<file path="config.mk">
export PLATFORM = sky130hd
export DESIGN_NAME = scba_bump
export DESIGN_NICKNAME = d
export VERILOG_FILES = /design/src/rtl/core/size_class_block_allocator_macros.svh /design/src/rtl/core/scba_pkg.sv /design/src/rtl/core/scba_bump.sv
export SDC_FILE = /design/constraint.sdc
export NUM_CORES = 1
export LEC_CHECK = 0
export BUFFER_PORTS_ARGS = -buffer_cell sky130_fd_sc_hd__buf_2
export CELL_PAD_IN_SITES_DETAIL_PLACEMENT = 1
export CELL_PAD_IN_SITES_GLOBAL_PLACEMENT = 1
export CORE_ASPECT_RATIO = 1.4
export CORE_MARGIN = 5
export CORE_UTILIZATION = 47
export DETAILED_ROUTE_END_ITERATION = 6
export PLACE_DENSITY = 0.82
export SLEW_MARGIN = 25
export SYNTH_ARGS = -nofsm -noshare
export SYNTH_HDL_FRONTEND = slang
export SYNTH_SLANG_ARGS = --single-unit
</file>
<file path="constraint.sdc">
create_clock -name clk -period 9 [get_ports clk]
set_input_delay 2.25 -clock clk [delete_from_list [all_inputs] [get_ports clk]]
set_output_delay 2.25 -clock clk [all_outputs]
set_load 0.1 [all_outputs]
</file>
<file path="src/rtl/core/size_class_block_allocator_macros.svh">
// Assertion helpers used by the allocator RTL.
`ifndef SIZE_CLASS_BLOCK_ALLOCATOR_MACROS_SVH
`define SIZE_CLASS_BLOCK_ALLOCATOR_MACROS_SVH

// Same-cycle implication, checked outside reset.
`define SCBA_ASSERT_IMP(label, clk, rst, ante, cons, msg) \
  label: assert property (@(posedge clk) disable iff (rst) (ante) |-> (cons)) \
    else $error(msg);

// Next-cycle implication, checked outside reset.
`define SCBA_ASSERT_NXT(label, clk, rst, ante, cons, msg) \
  label: assert property (@(posedge clk) disable iff (rst) (ante) |=> (cons)) \
    else $error(msg);

`endif

</file>
<file path="src/rtl/core/scba_pkg.sv">
`default_nettype none

package scba_pkg;

  localparam int SMALL_MAX       = 512;
  localparam int CLASS_COUNT     = 7;
  localparam int CLASS_W         = 3;
  localparam int ADDR_W          = 18;
  localparam int HEAD_W          = 19;
  localparam int SIZE_W          = 24;
  localparam int COPY_W          = 10;
  localparam int ADDR_SPACE      = 262144;
  localparam int LINK_DEPTH      = ADDR_SPACE / 8;
  localparam int LINK_AW         = 15;
  localparam int CHUNK_BYTES_DEF = 16 * 1024;
  localparam int CHUNK_COUNT_DEF = 16;

  localparam logic [HEAD_W-1:0] EMPTY_MARK = HEAD_W'(ADDR_SPACE);

  localparam logic [1:0] REQ_ALLOC  = 2'd0;
  localparam logic [1:0] REQ_FREE   = 2'd1;
  localparam logic [1:0] REQ_RESIZE = 2'd2;

  localparam logic [1:0] STAT_DONE  = 2'd0;
  localparam logic [1:0] STAT_KEPT  = 2'd1;
  localparam logic [1:0] STAT_LARGE = 2'd2;
  localparam logic [1:0] STAT_OOM   = 2'd3;

  typedef struct packed {
    logic               go;
    logic [CLASS_W-1:0] cls;
  } bump_cmd_t;

  typedef struct packed {
    logic              ok;
    logic [HEAD_W-1:0] addr;
  } bump_rsp_t;

  // Smallest class whose block holds the size (up to 512); zero lands in the 8-byte class.
  function automatic logic [CLASS_W-1:0] class_of(input logic [SIZE_W-1:0] size);
    logic [CLASS_W-1:0] k;
    priority if (size <= SIZE_W'(8))   k = 3'd0;
    else if (size <= SIZE_W'(16))      k = 3'd1;
    else if (size <= SIZE_W'(32))      k = 3'd2;
    else if (size <= SIZE_W'(64))      k = 3'd3;
    else if (size <= SIZE_W'(128))     k = 3'd4;
    else if (size <= SIZE_W'(256))     k = 3'd5;
    else                               k = 3'd6;
    return k;
  endfunction

  function automatic logic [COPY_W-1:0] class_bytes(input logic [CLASS_W-1:0] k);
    return COPY_W'(COPY_W'(8) << k);
  endfunction

endpackage

`default_nettype wire

</file>
<file path="src/rtl/core/scba_bump.sv">
`default_nettype none

module scba_bump
  import scba_pkg::*;
#(
  parameter int CHUNK_BYTES = CHUNK_BYTES_DEF,
  parameter int CHUNK_COUNT = CHUNK_COUNT_DEF
) (
  input  wire logic      clk,
  input  wire logic      rst,
  input  wire bump_cmd_t cmd,
  output bump_rsp_t      rsp
);

  // Last usable chunk end: limited by the chunk count and by the address space.
  localparam int TOP_LIMIT = (CHUNK_BYTES * CHUNK_COUNT < ADDR_SPACE) ?
                             CHUNK_BYTES * CHUNK_COUNT : ADDR_SPACE;

  logic [HEAD_W-1:0] bump_addr;
  logic [HEAD_W-1:0] chunk_limit;
  logic [COPY_W-1:0] need;
  logic [HEAD_W-1:0] room;
  logic              fits;
  logic [HEAD_W:0]   limit_next;
  logic              avail;

  always_comb begin
    need       = class_bytes(cmd.cls);
    room       = chunk_limit - bump_addr;
    fits       = room >= HEAD_W'(need);
    limit_next = {1'b0, chunk_limit} + (HEAD_W+1)'(CHUNK_BYTES);
    avail      = limit_next <= (HEAD_W+1)'(TOP_LIMIT);
    rsp.ok     = fits || avail;
    rsp.addr   = fits ? bump_addr : chunk_limit;
  end

  // Carve the block; open the next chunk when the current one is too short.
  always_ff @(posedge clk) begin
    if (rst) begin
      bump_addr   <= '0;
      chunk_limit <= HEAD_W'(CHUNK_BYTES);
    end else if (cmd.go && rsp.ok) begin
      bump_addr <= rsp.addr + HEAD_W'(need);
      if (!fits) begin
        chunk_limit <= limit_next[HEAD_W-1:0];
      end
    end
  end

endmodule

`default_nettype wire
</file>
# Yosys cells after proc, flatten, opt, wreduce, memory -nomap -nowiden
# Cells that the tools add are included.
# Widths: inputs -> output; s select.
# totals
ff_bits,38
output_inout_bits,20
wordCells,13
# classes
addsub,3
magnitude_cmp,2
shifts,1
mux,1
bitwise_logic,1
n_reduce_logical,3
# op_table
op,count
$add 19x15->20 const B,1
$le 20x19->1 const B,1
$add 19x10->19,1
$ge 19x10->1,1
$mux 19,1
$sub 19x19->19,1
$shl 4x3->10 const A,1
$reduce_and 2->1,1
$logic_and 1x1->1,1
$logic_or 1x1->1,1
$not 1->1,1

# Logic depth before layout (Yosys ltp)
# Gate-level depths: netlist (run 1).
# depth
word_depth,5
ltp_mapped,25

# Worst setup path after synthesis (run 1)
# OpenSTA, ideal clock, no wires.
# synth_timing
path_kind,input -> output
from,input cmd[1] (netlist name)
to,output rsp[17] (netlist name)
arrival_time_ns,5.041
setup_slack_ns,1.709
stages,10
n_path_buf,2
path_cell_list,or3b_2 ha_1 o21a_1 o21ai_0 a21oi_1 o21bai_1 or4_1 buf_2 clkbuf_1 mux2_1
# synth_rtl
item,line,text
"start, declared",scba_bump.sv:11,"input wire bump_cmd_t cmd,"
"end, declared",scba_bump.sv:12,output bump_rsp_t rsp

==> results.toml, run 1 <==
[yosys]
synthArstFlopShare_pct = 0
ys_ff_latch = 24
synth_top_area_cell = "dfxtp_1"
synthFlopType = "dfxtp_1"
synth_fp_nets = 345
synth.area.top_cells = "dfxtp_1, ha_1, xnor2_1, nor2_1, nand2_1"
yosys_warnings = 0
ys_seq_area_share_pct = 20.2
ys_types = 53
syn_area_um2 = 2380
syn_inst = 318
synth_top_cell_area_share_pct = 20.2
synth_edf_count = 0
postSynthAreaPerCell_um2 = 7.48

[detailed_routing]
routed_wl_mm = 6.47
drc = 0
via_count = 2304
routedWlPerCell_um = 16.4
drtIter0Drc = 60
routed_via_density = 5.85
dr.pass1.iters = 4
detail-route-antenna-nets = 0

[timing]
period_share_pct = 85.7
slew_violations = 0
fmax_mhz = 130
fin_ws_ns = 1.29
setup_tns_ns = 0
tightest_slew_ns = 0.807
rsz0062_at_grt = "no"
fin_crit_ns = 7.71
skew_ns = 0.00410
slew-limit-headroom_pct = 45.5
finalSetupViolations = 0
hold_viol = 0
fin_hold_ws_ns = 0.513

[place]
placed_area_um2 = 2510
numPortBuffers = 25
hpwl_mm = 5.03
place.gp.congestion = 0.926
dp_slack_ns = 1.30
dp_cells = 390

[clock_tree]
cts-buffers-inserted = 3
htree_levels = 1
cts_root_buf = "clkbuf_8"
clk_pin_slew_worst_paths_ns = 0.09
ctsLongestPathBuffers = 2
worstSkewPairLatency_ns = 0.28
post_cts_buffers = 0
cts_hold_buf = 0
cts_sinks = 24
post_cts_resized = 0
tritoncts = "built"

[floorplan]
die_area_um2 = 6610
ioPinCount = 26
die_w_um = 70.1
start_util_pct = 48.8
std_cell_rows = 30
core_area_um2 = 4880
die_h_um = 94.2

[layout]
antenna_cells = 0
post-route-cell-area_um2 = 2580
finalNonFillerCells = 394
utilization_pct = 52.9
drive_gt1_share_pct = 13.9
areaGrowthSynthToFinish_pct = 8.52
final_cell_mix = "nor2_1, nand2_1, buf_2"
layout_commonest_cell = "nor2_1"
nNetsFinal = 358

[power_and_ir_drop]
p_leak_nw = 1.11
peakVddDrop_uv = 86.9
finalPower_mw = 0.359
powerDensity_nw_per_um2 = 139

[run_status]
outcome = "finished clean"

[setup_path]
crit_path_cell_trace = "buf_2 -> or3b_2 -> ha_1 -> o21a_1 -> o21ai_0 -> a21oi_1 -> o21bai_1 -> or4_1 -> buf_4 -> nor2_1 -> a21o_1 -> buf_2"
cp_slowest_stage_delay_ns = 0.73
criticalPathCategory = "input port to primary output"
start_kind = "input port"
crit_arrival_ns = 5.46
cp-end-kind = "primary output"
worstPathRequired_ns = 6.75
critical-path-top-delay-family = "simple AND/OR/NAND/NOR gates"
worstPathMaxFanout = 24
crit_slowest_cell = "or4_1"
worst-path-buf-inv = 3
cp_common_cell = "buf_2"

[global_route]
first_global_vias = 2357
grt_pass1_wl_mm = 11.1
antenna_found_initial = 0
grt_max_degree = 25
grt_overflow = 0
grt.total_usage_pct = 20.6

[hold_path]
hold_class = "register to register"

[job]
maxCapViolCount = 0
==> kinds of logic after synthesis <==
| family | after synthesis | synth area share (%) |
|---|---|---|
| muxes | 8 | 3.58 |
| DFF | 24 | 20.2 |
| and+or+nand+nor | 141 | 32.8 |
| AOI/OAI and AO/OA | 70 | 19.7 |
| adders and majority gates | 21 | 11.4 |
| buffers and inverters | 39 | 6.89 |
| xor gates and xnor gates | 15 | 5.52 |
==> where the power goes <==
| group | switching, mW | leakage [nW] | internal, mW |
|---|---|---|---|
| clock | 0.0386 | 0.0357 | 0.0596 |
| combinational | 0.0933 | 0.878 | 0.0512 |
| sequential | 0.00630 | 0.194 | 0.110 |
| total | 0.138 | 1.11 | 0.220 |
==> worst paths after layout <==
check | from | to | depth (start not counted) | slack [ns]
hold / removal | bump_addr[0] | bump_addr[0] | 2 | 0.51
hold reg to reg | bump_addr[0] | bump_addr[0] | 2 | 0.51
setup / recovery | cmd[1] | rsp[18] | 12 | 1.29
setup reg to reg | bump_addr[0] | bump_addr[17] | 22 | 3.37
==> synthesized netlist by cell type, types with 3 or more instances <==
library cell	count
a211oi_1	3
a21o_1	6
a21oi_1	17
a31oi_1	3
and2_1	14
and3_1	4
clkbuf_1	15
dfxtp_1	24
ha_1	20
inv_1	19
mux2_1	4
mux2i_1	4
nand2_1	25
nand3_1	7
nand3b_1	4
nand4_1	7
nor2_1	29
nor2b_1	4
nor3_1	14
nor3_2	5
nor3b_1	4
nor4_1	3
nor4b_1	4
o21a_1	9
o21ai_0	12
o21ai_1	6
or3_1	4
or4_1	4
xnor2_1	13
==> area by class of cell <==
type                            instances  area (µm²)
Multi-Input combinational cell        255        1740
Fill cell                             649        2300
Sequential cell                        24         480
Timing Repair Buffer                   27         140
Tap cell                               64        80.1
Clock inverter                          1        30.0
Clock buffer                            3        41.3
Inverter                               20        75.1
==> sequential cells by signal (all words and copies together), names as in the netlist <==
signal and count:
chunk_limit 5, bump_addr 19
==> layer usage <==
layer	track usage, %	vias up	routed length [µm]
met5	0	-	0
met4	7.83	0	150
met3	2.14	13	161
met2	39.9	32	3420
met1	22.8	1095	2730
li1	-	1164	-
==> tightest hold or removal path: stages, from the launching register on <==
cell and delay, ns:
dfxtp_1 0.35, inv_1 0.08, nor3_1 0.05
(Power assumes the default switching activity.)
==> inputs of run 2 (changes only) <==
CORE_MARGIN = 1.5   (was 5)
==> run 2 against run 1 <==
  * Register-to-register slack lost 0.06 ns
  * Worst setup slack worse by 0.016 ns
  * Cell count unchanged
  * Clock power decreased by 22%
  * Die area fell by 17%
  * Worst hold slack worse by 0.0017 ns
  * Wire length rose by 2.8%
  * Sequential power is essentially flat
  * Via count decreased by 0.52%
  * Largest cell class unchanged
  * Clock skew fell by 0.0021 ns
  * First-iteration DRC count rose by 15%
  * Fmax decreased by 0.20%
==> results.toml, run 2 (synthesis gave the netlist of run 1 again) <==
[global_route]
grt.total_usage_pct = 25.1
grt_max_degree = 25
grt_pass1_wl_mm = 11.0
grt_overflow = 0
antenna_found_initial = 0
first_global_vias = 2352

[timing]
fmax_mhz = 129
slew_violations = 0
setup_tns_ns = 0
fin_ws_ns = 1.27
period_share_pct = 85.9
skew_ns = 0.00201
rsz0062_at_grt = "no"
hold_viol = 0
fin_crit_ns = 7.73
slew-limit-headroom_pct = 46.9
finalSetupViolations = 0
tightest_slew_ns = 0.785

[power_and_ir_drop]
powerDensity_nw_per_um2 = 132
p_sw_mw = 0.138
p_int_mw = 0.200
clockPowerShare_pct = 22.5
p_leak_nw = 1.10
seq_power_share_pct = 34.3
combPwrFrac_pct = 43.2
peakVddDrop_uv = 79.6
sw_frac_of_total_pct = 40.9
finalPower_mw = 0.338

[setup_path]
startpoint = "cmd[2]"
crit_end = "rsp[18]"
reg2reg_slack_ns = 3.31
crit_arrival_ns = 5.48
start_kind = "input port"
cp-end-kind = "primary output"
worstPathRequired_ns = 6.75
criticalPathCategory = "input port to primary output"
r2r_start = "bump_addr[0]"
rr_worst_depth = 21
r2r_end = "bump_addr[17]"
worstPathMaxFanout = 24

[floorplan]
die_h_um = 87.2
start_util_pct = 48.8
die_area_um2 = 5510
die_w_um = 63.1
core_area_um2 = 4880
std_cell_rows = 30
ioPinCount = 26

[place]
dp_cells = 390
hpwl_mm = 5.15
place.gp.congestion = 0.825
dp_slack_ns = 1.26
numPortBuffers = 25
placed_area_um2 = 2510

[layout]
layout_commonest_cell = "nor2_1"
nNetsFinal = 358
fillCellCount = 662
largest_registers = "bump_addr x19, chunk_limit x5"
finalNonFillerCells = 394
post-route-cell-area_um2 = 2570
final_cell_mix = "nor2_1, nand2_1, buf_2"
regMostFlops = "bump_addr"
largest_register_ffs = 19
drive_gt1_share_pct = 13.9
antenna_cells = 0
areaGrowthSynthToFinish_pct = 7.83

[clock_tree]
tritoncts = "built"
cts_hold_buf = 0
htree_levels = 1
ctsLongestPathBuffers = 2
post_cts_buffers = 0
clk_pin_slew_worst_paths_ns = 0.09
cts-buffers-inserted = 3
worstSkewPairLatency_ns = 0.27
cts_sinks = 24
cts_root_buf = "clkbuf_8"
post_cts_resized = 0

[detailed_routing]
drc = 0
dr.pass1.iters = 4
routed_via_density = 5.82
drtIter0Drc = 69
detail-route-antenna-nets = 0
routedWlPerCell_um = 16.9
via_count = 2292
routed_wl_mm = 6.65

[run_status]
outcome = "finished clean"

[hold_path]
hold_class = "register to register"

[job]
maxCapViolCount = 0
==> run 2: changes by cell type in the layout (fill, tap and decap cells not counted), sizes merged <==
cell,before,now
bufinv,1,0
clkbuf,3,4
==> run 2: power groups by stage <==
stage          combinational [mW]  clock, mW  sequential, mW
3_5_place_dp                0.145          0           0.118
2_1_floorplan               0.121          0           0.115
6_report                    0.146     0.0763           0.116
4_1_cts                     0.147     0.0780           0.116
5_1_grt                     0.159     0.0811           0.117
3_3_place_gp                0.141          0           0.118
==> run 2: layout make-up <==
type / instances / area, µm² / share of cell area (%)
inverters: 20 / 75.1 / 2.93
multi-input cells: 255 / 1740 / 67.6
clock buffers: 4 / 55.1 / 2.15
flip-flops and latches: 24 / 480 / 18.7
well taps: 64 / 80.1 / 3.12
repair buffers: 27 / 140 / 5.46
==> run 2: worst min-delay path by stage <==
| stage | depth (start not counted) | end | start | slack (ns) |
|---|---|---|---|---|
| global placement | 2 | bump_addr[1] | bump_addr[1] | 0.50 |
| finish | 2 | bump_addr[1] | bump_addr[1] | 0.51 |
| CTS | 2 | bump_addr[1] | bump_addr[1] | 0.51 |
| floorplan | 2 | bump_addr[1] | bump_addr[1] | 0.47 |
| detailed placement | 2 | bump_addr[1] | bump_addr[1] | 0.50 |
| global route | 2 | bump_addr[0] | bump_addr[0] | 0.56 |
==> run 2: layer usage <==
layer | wire [µm] | share of wire (%) | global-route usage (%)
met2 | 3590 | 54 | 50.0
met5 | 0 | 0 | 0
met1 | 2860 | 43 | 28.5
met3 | 113 | 1.7 | 1.55
met4 | 82 | 1.2 | 6.67
==> run 2: worst max-delay path: stages <==
cell	delay, ns
buf_2	0.14
or3b_2	0.49
ha_1	0.29
o21ai_0	0.22
a21o_1	0.11
a21oi_1	0.09
o21bai_1	0.16
or4_1	0.72
buf_4	0.35
nor2_1	0.15
a21o_1	0.09
buf_2	0.41
==> run 2: metrics by stage <==
stage | hold WS, ns | util, %
finish | 0.512 | 52.6
CTS | 0.514 | 52.6
global placement | 0.495 | 51.5
detailed placement | 0.499 | 51.5
floorplan | 0.473 | -
global route | 0.560 | 52.6
